==> src/hw/rtl/quadratic_root_solver_top_macros.svh <==
// Assertion macros for the quadratic root solver RTL.
// No dependencies; assertions compile out when SYNTHESIS is defined.
`ifndef QUADRATIC_ROOT_SOLVER_TOP_MACROS_SVH
`define QUADRATIC_ROOT_SOLVER_TOP_MACROS_SVH
`ifndef SYNTHESIS
`define QRS_ASSERT(lbl, clk, rstn, prop) \
  lbl: assert property (@(posedge clk) disable iff (!rstn) prop) \
    else $error("qrs assertion failed");
`define QRS_ASSERT_NEXT(lbl, clk, rstn, pre, post) \
  lbl: assert property (@(posedge clk) disable iff (!rstn) pre |=> post) \
    else $error("qrs assertion failed");
`else
`define QRS_ASSERT(lbl, clk, rstn, prop)
`define QRS_ASSERT_NEXT(lbl, clk, rstn, pre, post)
`endif
`endif

==> src/hw/rtl/qrs_pkg.sv <==
// Package for the quadratic root solver: widths, status codes, payload types.
// No dependencies.
package qrs_pkg;

  localparam int DataWidth = 32;
  localparam int FracBits  = 16;

  localparam int ProdW   = 2 * DataWidth;      // |b|^2, |a||c|
  localparam int DiscW   = ProdW + 2;          // discriminant magnitude
  localparam int SqSteps = DiscW / 2;          // one root bit per cell
  localparam int RootW   = SqSteps;
  localparam int SremW   = RootW + 2;
  localparam int NumW    = RootW + 2;          // signed numerator
  localparam int NmagW   = NumW - 1;
  localparam int DvdW    = NmagW + FracBits;   // one quotient bit per cell
  localparam int DenW    = DataWidth + 1;

  localparam logic [2:0] ST_NONE   = 3'd0;
  localparam logic [2:0] ST_ONE    = 3'd1;
  localparam logic [2:0] ST_TWO    = 3'd2;
  localparam logic [2:0] ST_ALL    = 3'd3;
  localparam logic [2:0] ST_NOREAL = 3'd4;

  typedef struct packed {
    logic signed [31:0] coef_quad;
    logic signed [31:0] coef_lin;
    logic signed [31:0] coef_const;
  } qrs_in_t;

  typedef struct packed {
    logic [2:0]         status;
    logic signed [31:0] root_one;
    logic signed [31:0] root_two;
    logic               overflow;
  } qrs_out_t;

  typedef struct packed {
    logic [2:0]                  status;
    logic                        lin;
    logic signed [DataWidth-1:0] a;
    logic signed [DataWidth-1:0] b;
    logic signed [DataWidth-1:0] c;
  } sq_side_t;

  typedef struct packed {
    logic [DiscW-1:0] rad;
    logic [SremW-1:0] rem;
    logic [RootW-1:0] root;
    sq_side_t         side;
  } sq_cell_t;

  typedef struct packed {
    logic [2:0] status;
    logic       neg1;
    logic       neg2;
  } dv_side_t;

  typedef struct packed {
    logic [DenW-1:0] den;
    logic [DvdW-1:0] dvd1;
    logic [DvdW-1:0] dvd2;
    logic [DenW-1:0] rem1;
    logic [DenW-1:0] rem2;
    logic [DvdW-1:0] q1;
    logic [DvdW-1:0] q2;
    dv_side_t        side;
  } dv_cell_t;

endpackage

==> src/hw/rtl/qrs_div_cell.sv <==
// One restoring step for both root divisions, sharing the denominator.
// Depends on qrs_pkg.
module qrs_div_cell import qrs_pkg::*; (
  input  logic     clk_i,
  input  logic     rst_ni,
  input  logic     en_i,
  input  logic     valid_i,
  input  dv_cell_t data_i,
  output logic     valid_o,
  output dv_cell_t data_o
);

  logic [DenW:0] t1, t2;
  logic [DenW:0] dif1, dif2;
  logic          ge1, ge2;
  dv_cell_t      data_d;
  dv_cell_t      data_q;
  logic          valid_q;

  always_comb begin
    t1   = {data_i.rem1, data_i.dvd1[DvdW-1]};
    t2   = {data_i.rem2, data_i.dvd2[DvdW-1]};
    ge1  = (t1 >= {1'b0, data_i.den});
    ge2  = (t2 >= {1'b0, data_i.den});
    dif1 = t1 - {1'b0, data_i.den};
    dif2 = t2 - {1'b0, data_i.den};
    data_d      = data_i;
    data_d.dvd1 = {data_i.dvd1[DvdW-2:0], 1'b0};
    data_d.dvd2 = {data_i.dvd2[DvdW-2:0], 1'b0};
    data_d.rem1 = ge1 ? dif1[DenW-1:0] : t1[DenW-1:0];
    data_d.rem2 = ge2 ? dif2[DenW-1:0] : t2[DenW-1:0];
    data_d.q1   = {data_i.q1[DvdW-2:0], ge1};
    data_d.q2   = {data_i.q2[DvdW-2:0], ge2};
  end

  always_ff @(posedge clk_i or negedge rst_ni) begin
    if (!rst_ni) begin
      valid_q <= 1'b0;
    end else if (en_i) begin
      valid_q <= valid_i;
    end
  end

  always_ff @(posedge clk_i) begin
    if (en_i) begin
      data_q <= data_d;
    end
  end

  assign valid_o = valid_q;
  assign data_o  = data_q;

endmodule

==> config.mk <==
export PLATFORM = sky130hd
export DESIGN_NAME = qrs_div_cell
export DESIGN_NICKNAME = d
export VERILOG_FILES = /design/src/hw/rtl/quadratic_root_solver_top_macros.svh /design/src/hw/rtl/qrs_pkg.sv /design/src/hw/rtl/qrs_div_cell.sv
export SDC_FILE = /design/constraint.sdc
export NUM_CORES = 1
export LEC_CHECK = 0
export BUFFER_PORTS_ARGS = -buffer_cell sky130_fd_sc_hd__buf_4
export CORE_AREA = 3 3 239 241
export DETAILED_ROUTE_END_ITERATION = 16
export DIE_AREA = 0 0 242 244
export SLEW_MARGIN = 20
export SYNTH_ARGS = -nofsm -noshare
export SYNTH_HDL_FRONTEND = slang
export SYNTH_SLANG_ARGS = --single-unit
==> constraint.sdc <==
create_clock -name clk_i -period 1 [get_ports clk_i]
set_input_delay 0.1 -clock clk_i [delete_from_list [all_inputs] [get_ports clk_i]]
set_output_delay 0.1 -clock clk_i [all_outputs]
set_load 0.02 [all_outputs]
Yosys cells after proc, flatten, opt, wreduce, memory -nomap -nowiden
Index checks and enable logic that the tools add are counted.
{ "op_classes": {"addsub": 2, "order_cmp": 2, "n_mux": 2} }
{ "op_table": {"columns": ["operator", "count"], "rows": [
  ["$ge 34x33->1", 2],
  ["$mux 33", 2],
  ["$sub 33x33->33", 2]
]} }
{ "totals": {"elab_cells": 17, "register_bits": 303, "out_inout_bits": 305, "inputBits": 308} }

Longest topological paths before layout
{ "depth": {"depth_word": 2, "depth_mapped": 15, "depth_no_buf": 13} }

Worst setup path before layout
Ideal clock, no wire load.
{ "synth_path": {"path_kind": "in2reg", "startpoint": "in data_i[220] (netlist name)", "endpoint": "reg data_q (netlist bit data_o[114]), data pin", "setup_time_ns": 0.260, "arrival_time_ns": 3.145, "n_path_buf": 2, "slack_ns": -2.406, "stages": 15, "required_ns": 0.740, "cell_sequence": "inv_1 ha_1 inv_1 fa_1 a21o_1 a221oi_2 o221ai_2 a2111o_1 a211oi_2 o31a_4 o21a_1 buf_6 inv_6 buf_6 mux2_4"} }
{ "synth_rtl": {"columns": ["item", "line", "source"], "rows": [
  ["from (decl)", "qrs_div_cell.sv:8", "input dv_cell_t data_i,"],
  ["to (signal assigned)", "qrs_div_cell.sv:46", "data_q <= data_d;"],
  ["to (decl)", "qrs_div_cell.sv:17", "dv_cell_t data_q;"]
]} }

==> results.ini <==
[place]
dp_hpwl_um=56500
place_congestion=0.923
placed_cell_area_sq_mm=0.0218
port_buffers=608
place_ws_ns=-2.50

[timing]
finalCriticalPeriod_ns=2.74
finalMaxSlewViolations=0
fin_ws_ns=-1.74
grt_setup_unrepaired=true
hold_violations=0
worst_pin_slew_ns=0.709
min_period_over_period_pct=274
tns_ns=-167.04
setup_viol=371
fmax_mhz=365
finClkSkew_ns=0
maxSlewHeadroom_pct=51.5

[flow_run]
drv_cap=0

[finish]
post-route-util_pct=50.7
multi_input_area_sq_mm=0.00466
final_area_sq_mm=0.0279
syn_to_final_growth_pct=103
fill_cells=4862
nets=2583
drive_gt1_share_pct=49.0
seqCellArea_sq_mm=0.00909

[die]
io_pins=613
dieArea_sq_mm=0.0590
die_y_um=244
coreArea_sq_mm=0.0551
die_w_um=242
initial_core_util_pct=25.0
num_rows=86

[synth]
yosysTopAreaCell=edfxtp_1
synth_area_leaders=edfxtp_1 (66%), ha_1 (6.0%), a21oi_1 (2.1%)
yosys_register_bits=303
synth_edf_count=302
synth_top_cell_area_share_pct=65.8
ys.warnings.count=0
netlist-cell-type-count=72
synth_most_common_cell=edfxtp_1
yosys-top-cells-count=edfxtp_1 (302), ha_1 (66), inv_1 (58), a21oi_1 (57), nor2_1 (48)
synth.cell_area_sq_mm=0.0138
postSynthAreaPerCell_sq_um=14.4
ys.flop_type=edfxtp_1
synth_cells=957
async_flop_share_pct=0.330
seq_area_frac_synth_pct=66.0

[clock_tree]
cts.clk_slew.worst_paths_ns=0.06
cts-root-buf=clkbuf_16
clock-sinks=303
htreeDepth=2
insertion_delay_ns=0.55
cts_buffers=38
cts_tree=yes
clockBufferDepth=3

[detailed_routing]
via_count=13400
routed-wl-met2_um=36100
wl_met3_um=5460
wl_met1_um=27600
viasPerCell=4.48
top_layer_used=met5
drc=0
first_pass_iters=5
wirelength_um=73100
wl_per_cell_um=24.4
drtIter0Drc=696
drtAntennaViolNets=0

[grt]
grt_pass1_vias=14400
gr-total-overflow=0
antenna_found_initial=26
grt_pass1_wl_um=102000
grt_max_degree=40
grt_usage_pct=24.0

[setup_path]
r2r_setup_slack_ns=0.17
r2r_end=valid_o
path_max_fanout=3
cp.arrival_ns=3.05
r2r_start=valid_o
critPathKind=input port to flop
reg2regPathDepth=1
critPathLaunchType=input port
worst_setup_path_end_kind=flop
required_ns=1.31

[pwr]
p_leak_nw=12.3
power.density_mw_per_mm2=1590
netSwitchingPower_w=0.0125
total_power_w=0.0444
share_comb_of_total_power_pct=28.6
peakVddDrop_mv=1.11
pwr-share-clk_pct=35.0
swShare_pct=28.1
power_frac_seq_pct=36.4
p_int_w=0.0320

[run_status]
violations=negative setup slack
status=complete, but fails checks

[hold_path]
min_path_cells=2
holdPathEnd=data_o[165]
hp-start=en_i
hold_path.class=input port to flop

==> how the worst max path moves through the flow <==
stage | startpoint | endpoint | cells after the start
floorplan | data_i[220] | data_o[114] | 15
CTS | data_i[220] | data_o[106] | 16
finish | data_i[220] | data_o[106] | 16
global route | data_i[220] | data_o[106] | 16
global placement | data_i[220] | data_o[106] | 15
detailed placement | data_i[220] | data_o[106] | 15
==> timing repair <==
item | in CTS | in global routing
hold buffers | 302 | 0
resized for setup | 369 | 17
pin swaps | 23 | 19
setup buffers | 16 | 5
hold endpoints to repair | 304 | 0
endpoints found under the setup margin | 371 | 371
cloned | 5 | 0
==> final cells by class <==
| type | instances | share of cell area (%) |
|---|---|---|
| timing repair buffer | 1229 | 40.9 |
| sequential | 303 | 32.6 |
| multi-input combinational | 570 | 16.7 |
| clock buffer | 46 | 3.70 |
| tap | 748 | 3.35 |
| clock inverter | 24 | 1.33 |
| inverter | 60 | 1.03 |
| timing repair inverter | 5 | 0.318 |
| antenna | 12 | 0.108 |
==> layout by cell type (no fill, tap or decap), drive strengths merged, types with 3 or more instances in the layout <==
cell,count
nor2b,6
o21bai,5
nand3,17
buf,927
inv,65
and3,10
o31a,4
clkinv,13
nor4,3
mux2,49
diode,12
a21o,37
xnor2,32
dlygate4sd3,302
a221oi,3
or3,3
ha,66
nand4,13
or2,6
nand2,40
nor3,17
a21oi,57
nor2,49
a211oi,8
bufinv,9
o31ai,12
o211ai,10
a21boi,5
clkbuf,46
o21a,13
xor2,15
a31oi,7
edfxtp,302
a31o,4
o21ai,34
==> flip-flops by register name, indices dropped and copies added, names as in the netlist <==
register  flops
data_o      302
valid_o       1
==> metrics by stage <==
step	cells	hold slack, ns
after floorplan	958	-0.196
after global placement	2594	-0.124
after detailed placement	2594	-0.123
after CTS	2984	0.0143
after global routing	2991	0.0132
final	2997	0.0331
==> per-layer routing <==
layer / vias up / global-route usage (%)
li1: 6205 / -
met1: 6555 / 26.4
met2: 493 / 42.1
met3: 158 / 8.20
met4: 28 / 10.4
met5: - / 0
==> power groups by stage <==
stage / clock network (W) / logic [W] / registers [W]
2_1_floorplan: 0 / 0.00291 / 0.0176
3_3_place_gp: 0 / 0.0104 / 0.0162
3_5_place_dp: 0 / 0.0104 / 0.0161
4_1_cts: 0.0160 / 0.0127 / 0.0162
5_1_grt: 0.0165 / 0.0134 / 0.0163
6_report: 0.0156 / 0.0127 / 0.0162
==> logic make-up after synthesis <==
family,synth area share (%)
AND/OR/NAND/NOR,6.44
XOR/XNOR,2.99
other,0.0272
flip-flops,66.0
multiplexers,4.67
adder cells (fa/ha/maj),6.28
AO/OA/AOI/OAI,11.0
buffers and inverters,2.60
==> worst max-delay path, cell delays in order <==
cell and delay [ns]:
buf_8 0.11, inv_12 0.04, ha_4 0.13, inv_2 0.04, fa_2 0.33, a21o_1 0.20
a221oi_2 0.24, buf_4 0.18, o221ai_4 0.11, a2111o_1 0.43, a211oi_2 0.29, o31a_4 0.16
o21a_4 0.15, buf_12 0.13, buf_8 0.11, mux2_4 0.29
Note: power is estimated with default switching activity, not from simulation.
