## config.mk

```make
export PLATFORM = sky130hd
export DESIGN_NAME = qrs_sqrt_cell
export DESIGN_NICKNAME = d
export VERILOG_FILES = /design/src/hw/rtl/quadratic_root_solver_top_macros.svh /design/src/hw/rtl/qrs_pkg.sv /design/src/hw/rtl/qrs_sqrt_cell.sv
export SDC_FILE = /design/constraint.sdc
export NUM_CORES = 1
export LEC_CHECK = 0
export ABC_AREA = 0
export BUFFER_PORTS_ARGS = -buffer_cell sky130_fd_sc_hd__buf_2
export CAP_MARGIN = 20
export CELL_PAD_IN_SITES_DETAIL_PLACEMENT = 1
export CELL_PAD_IN_SITES_GLOBAL_PLACEMENT = 2
export CORE_MARGIN = 3
export CORE_UTILIZATION = 27
export CTS_CLUSTER_DIAMETER = 200
export DETAILED_ROUTE_END_ITERATION = 12
export GPL_ROUTABILITY_DRIVEN = 0
export PLACE_DENSITY_LB_ADDON = 0.1
export SETUP_SLACK_MARGIN = 0.3
export SYNTH_ARGS = -nofsm -noshare
export SYNTH_HDL_FRONTEND = slang
export SYNTH_SLANG_ARGS = --single-unit
```

## constraint.sdc

```tcl
create_clock -name clk_i -period 0.8 [get_ports clk_i]
set_input_delay 0.12 -clock clk_i [delete_from_list [all_inputs] [get_ports clk_i]]
set_output_delay 0.12 -clock clk_i [all_outputs]
set_load 0.005 [all_outputs]
```

## src/hw/rtl/quadratic_root_solver_top_macros.svh

```systemverilog
// Assertion macros for the quadratic root solver RTL.
// No dependencies; assertions compile out when SYNTHESIS is defined.
`ifndef QUADRATIC_ROOT_SOLVER_TOP_MACROS_SVH
`define QUADRATIC_ROOT_SOLVER_TOP_MACROS_SVH
`ifndef SYNTHESIS
`define QRS_ASSERT(lbl, clk, rstn, prop) \
  lbl: assert property (@(posedge clk) disable iff (!rstn) prop) \
    else $error("qrs assertion failed");
`define QRS_ASSERT_NEXT(lbl, clk, rstn, pre, post) \
  lbl: assert property (@(posedge clk) disable iff (!rstn) pre |=> post) \
    else $error("qrs assertion failed");
`else
`define QRS_ASSERT(lbl, clk, rstn, prop)
`define QRS_ASSERT_NEXT(lbl, clk, rstn, pre, post)
`endif
`endif

```

## src/hw/rtl/qrs_pkg.sv

```systemverilog
// Package for the quadratic root solver: widths, status codes, payload types.
// No dependencies.
package qrs_pkg;

  localparam int DataWidth = 32;
  localparam int FracBits  = 16;

  localparam int ProdW   = 2 * DataWidth;      // |b|^2, |a||c|
  localparam int DiscW   = ProdW + 2;          // discriminant magnitude
  localparam int SqSteps = DiscW / 2;          // one root bit per cell
  localparam int RootW   = SqSteps;
  localparam int SremW   = RootW + 2;
  localparam int NumW    = RootW + 2;          // signed numerator
  localparam int NmagW   = NumW - 1;
  localparam int DvdW    = NmagW + FracBits;   // one quotient bit per cell
  localparam int DenW    = DataWidth + 1;

  localparam logic [2:0] ST_NONE   = 3'd0;
  localparam logic [2:0] ST_ONE    = 3'd1;
  localparam logic [2:0] ST_TWO    = 3'd2;
  localparam logic [2:0] ST_ALL    = 3'd3;
  localparam logic [2:0] ST_NOREAL = 3'd4;

  typedef struct packed {
    logic signed [31:0] coef_quad;
    logic signed [31:0] coef_lin;
    logic signed [31:0] coef_const;
  } qrs_in_t;

  typedef struct packed {
    logic [2:0]         status;
    logic signed [31:0] root_one;
    logic signed [31:0] root_two;
    logic               overflow;
  } qrs_out_t;

  typedef struct packed {
    logic [2:0]                  status;
    logic                        lin;
    logic signed [DataWidth-1:0] a;
    logic signed [DataWidth-1:0] b;
    logic signed [DataWidth-1:0] c;
  } sq_side_t;

  typedef struct packed {
    logic [DiscW-1:0] rad;
    logic [SremW-1:0] rem;
    logic [RootW-1:0] root;
    sq_side_t         side;
  } sq_cell_t;

  typedef struct packed {
    logic [2:0] status;
    logic       neg1;
    logic       neg2;
  } dv_side_t;

  typedef struct packed {
    logic [DenW-1:0] den;
    logic [DvdW-1:0] dvd1;
    logic [DvdW-1:0] dvd2;
    logic [DenW-1:0] rem1;
    logic [DenW-1:0] rem2;
    logic [DvdW-1:0] q1;
    logic [DvdW-1:0] q2;
    dv_side_t        side;
  } dv_cell_t;

endpackage

```

## src/hw/rtl/qrs_sqrt_cell.sv

```systemverilog
// One digit step of the pipelined integer square root.
// Depends on qrs_pkg.
module qrs_sqrt_cell import qrs_pkg::*; (
  input  logic     clk_i,
  input  logic     rst_ni,
  input  logic     en_i,
  input  logic     valid_i,
  input  sq_cell_t data_i,
  output logic     valid_o,
  output sq_cell_t data_o
);

  logic [SremW+1:0] trial_rem;
  logic [SremW+1:0] trial;
  logic             take;
  logic [SremW+1:0] diff;
  sq_cell_t         data_d;
  sq_cell_t         data_q;
  logic             valid_q;

  always_comb begin
    trial_rem = {data_i.rem, data_i.rad[DiscW-1 -: 2]};
    trial     = {2'b00, data_i.root, 2'b01};
    take      = (trial_rem >= trial);
    diff      = trial_rem - trial;
    data_d      = data_i;
    data_d.rad  = {data_i.rad[DiscW-3:0], 2'b00};
    data_d.rem  = take ? diff[SremW-1:0] : trial_rem[SremW-1:0];
    data_d.root = {data_i.root[RootW-2:0], take};
  end

  always_ff @(posedge clk_i or negedge rst_ni) begin
    if (!rst_ni) begin
      valid_q <= 1'b0;
    end else if (en_i) begin
      valid_q <= valid_i;
    end
  end

  always_ff @(posedge clk_i) begin
    if (en_i) begin
      data_q <= data_d;
    end
  end

  assign valid_o = valid_q;
  assign data_o  = data_q;

endmodule

```

# Word-level counts from Yosys, hierarchy flattened
# Cells that the tools add are included.
[word_totals]
in_bits = 238
elab_cells = 12
reg_bits = 233
out_inout_bits = 235
[classes]
order_cmp = 1
muxes = 1
n_addsub = 1
[op_table]
columns = ["op", "count"]
rows = [
  ["37-bit by 35-bit >= comparator with 1-bit output", 1],
  ["35-bit 2-to-1 mux", 1],
  ["35-bit subtractor", 1],
]

# Depth between registers and ports, before layout
[logic_depth]
word_depth = 2
depth_mapped = 13
ltp_nobuf = 10

# Least setup slack after synthesis
# No wires, ideal clock.
[synth_path]
path_type = "input to register"
startpoint = "input port data_i[104] (netlist bit)"
endpoint = "register data_q, in the netlist data_o[139] (data pin)"
path_stages = 12
arrival_time_ps = 2446
path_slack_ps = -1906
cell_sequence = "inv_1 -> ha_1 -> o21a_1 -> o211ai_2 -> a311oi_1 -> nor4_2 -> a2111oi_2 -> o21a_2 -> o211a_1 -> buf_6 -> buf_12 -> mux2_4"
[synth_lines]
columns = ["item", "line", "rtl"]
rows = [
  ["start, declared", "qrs_sqrt_cell.sv:8", "input sq_cell_t data_i,"],
  ["end signal, assigned", "qrs_sqrt_cell.sv:42", "data_q <= data_d;"],
  ["end, declared", "qrs_sqrt_cell.sv:18", "sq_cell_t data_q;"],
]

==> flow_summary.yaml <==
logic_synthesis:
  synth_edf_count: 232
  synth_top_family_by_area: "compound AO/OA/AOI/OAI gates"
  synth.top_cell.area_share_pct: 72.1
  ys_async_sr_fraction_pct: 0.429
  ys_top_cells_by_count: "edfxtp_1, inv_1, ha_1, a21oi_1, a21o_1"
  synth_seq_area_share_pct: 72.3
  syn_inst: 590
  ys_seq_elements: 233
  synth_area_leaders: "edfxtp_1, ha_1, mux2_4"
  synth.distinct_cells: 58
  synth_area_leader_cell: "edfxtp_1"
  avgSynthCellArea_um2: 16.4
  yosys.area_share.simple_pct: 4.39
  synthFlopType: "edfxtp_1"
  yosys.area_share.xor_xnor_pct: 2.99
  yosysWarnings: 0
  synth_area_um2: 9670
  synth_compound_area_share_pct: 7.74
  synth_adder_area_share_pct: 4.53
  yosysMostFrequentCell: "edfxtp_1"
  synth.area.mux_share_pct: 5.01
placed_design:
  post_dp_cell_area_um2: 13900
  placedCellCount: 1650
  dp_slack_ns: -2.25
  portBuffers: 470
  hpwl_um: 30000
layout:
  drive_gt1_share_pct: 52.3
  syn2layout_area_growth_pct: 79.1
  utilization_pct: 49.6
  final_area_um2: 17300
  layout.nets: 1712
  layout.cells.non_filler: 1924
sta:
  setup_viol_count_final: 269
  drv_slew: 0
  fin_crit_ns: 2.30
  fin_crit_sh_pct: 287
  hold-worst-slack_ns: -0.190
  hold_violations: 40
  skew_ns: 0
  max_freq_mhz: 435
  rsz0062_at_grt: "yes"
  fin_ws_ns: -1.50
routing:
  wl_per_cell_um: 21.1
  totalWireLength_um: 40600
  drt-pass1-iter-count: 4
  ant_nets: 0
  drc_errors: 0
  vias: 8310
  drtIter0Drc: 259
  avgViaCountPerCell: 4.32
cts:
  cts-htree-levels: 1
  cts.clk_slew.worst_paths_ns: 0.06
  root_buffer: "clkbuf_16"
  clock_latency_ns: 0.54
  cts_hold_buf: 196
  cts_tree: "built"
  cts_made_buffers: 28
  cts.sinks: 233
  clk_path_buf_depth: 3
min_path:
  hold_depth: 2
  hold_path.class: "input pin to flip-flop"
worst_setup_path:
  r2r-end: "valid_o"
  cp_slowest_stage_delay_ns: 0.33
  reg2regPathDepth: 1
  crit_start: "data_i[137]"
  worstPathRequired_ns: 1.09
  path_class: "input pin to flip-flop"
  crit_path_end_kind: "flip-flop"
  cp_cell_sequence: "buf_6 -> ha_4 -> o21a_1 -> o211ai_2 -> a311oi_2 -> nor4_2 -> buf_4 -> a2111oi_4 -> o21a_2 -> o211a_4 -> buf_12 -> buf_16 -> mux2_4"
  rr_startpoint: "valid_o"
  cp.arrival_ns: 2.59
  crit_end: "data_o[165]"
  critPathBufInv: 4
  cp.depth: 13
  crit_path_max_fanout: 7
  crit_path_start_kind: "input pin"
  cp_top_family: "compound AO/OA/AOI/OAI gates"
  cpMaxStageDelayCell: "a2111oi_4"
  reg2reg_slack_ns: 0.06
run_status:
  violations: "hold timing, setup timing"
  status: "finished, violations left"
floorplan:
  die_area_um2: 38100
  io_pins: 473
  die_x_um: 195
  coreArea_um2: 34900
  num_rows: 68
  start_util_pct: 27.7
  fp.dieH_um: 195
global_route:
  grt_pass1_wl_um: 59200
  grt_pass1_vias: 9229
  antenna_found_initial: 13
  grt_start_max_net_pins: 26
  grt_usage_pct: 20.5
  globalRouteOverflowTotal: 0
power:
  irDropWorstVdd_mv: 1.55
  power_leakage_uw: 0.00782
  power_density_nw_per_um2: 2020
  power_uw: 34900
flow_run:
  maxCapViolCount: 0
-- per-stage QoR --
| step | TNS [ns] | hold slack [ns] |
|---|---|---|
| 2_1_floorplan | -58.61 | -0.176 |
| 3_3_place_gp | -93.46 | -0.104 |
| 3_5_place_dp | -96.64 | -0.102 |
| 4_1_cts | -143.45 | -0.225 |
| 5_1_grt | -149.91 | -0.213 |
| 6_report | -136.85 | -0.190 |
-- worst min path at each step --
stage / start / to / slack (ns)
final: valid_i / valid_o / -0.19
after global routing: en_i / data_o[138] / -0.21
after CTS: valid_i / valid_o / -0.23
after detailed placement: rst_ni / valid_o / -0.10
after global placement: rst_ni / valid_o / -0.10
after floorplan: rst_ni / valid_o / -0.18
-- state kept, by name (all words and copies together) (netlist names) --
| name | count |
|---|---|
| data_o | 232 |
| valid_o | 1 |
-- kinds of logic after synthesis --
| family | after synthesis |
|---|---|
| buffers and inverters | 59 |
| AND/OR/NAND/NOR | 87 |
| other | 1 |
| XOR/XNOR | 33 |
| multiplexers | 35 |
| adder cells (fa/ha/maj) | 35 |
| AO/OA/AOI/OAI | 107 |
| flip-flops | 233 |
-- report_power, final --
| part | switching, uW | internal [uW] |
|---|---|---|
| clock network | 5140 | 7240 |
| logic | 3260 | 4200 |
| registers | 306 | 14800 |
-- routing by layer --
metal / wire, um / global-route usage (%) / vias to the layer above
li1: - / - / 3952
met2: 20900 / 37.1 / 280
met5: 47 / 0 / -
met4: 1750 / 8.79 / 6
met3: 2660 / 5.81 / 82
met1: 15200 / 22.3 / 3990
-- repair_timing --
| item | 4_1_cts | 5_1_grt |
|---|---|---|
| pin swaps | 4 | 11 |
| setup buffers | 10 | 5 |
| gates resized for setup | 35 | 42 |
| endpoints found under the setup margin | 270 | 277 |
| cloned | 1 | 2 |
| hold endpoints to repair | 233 | 42 |
-- layout make-up --
class	count	area, um^2
Inverter	41	181
Clock inverter	19	149
Fill cell	3764	17600
Tap cell	455	569
Multi-Input combinational cell	299	2710
Antenna cell	8	20.0
Clock buffer	33	741
Timing Repair Buffer	836	5950
Sequential cell	233	6990
-- layout by cell type, fill, tap and decap left out, drive strengths merged, types with 7 or more instances in the layout --
master | netlist | routed
nor2 | 22 | 22
nand4 | 8 | 8
inv | 41 | 42
nand2 | 25 | 25
diode | 0 | 8
nand3 | 9 | 9
xor2 | 14 | 14
o21ai | 13 | 13
dlymetal6s4s | 0 | 7
dlygate4sd3 | 0 | 189
clkinv | 0 | 14
edfxtp | 232 | 232
clkbuf | 10 | 35
ha | 35 | 35
buf | 8 | 638
xnor2 | 19 | 19
a21oi | 30 | 30
a21o | 26 | 26
mux2 | 32 | 32
Power figures use the tool's default switching activity.
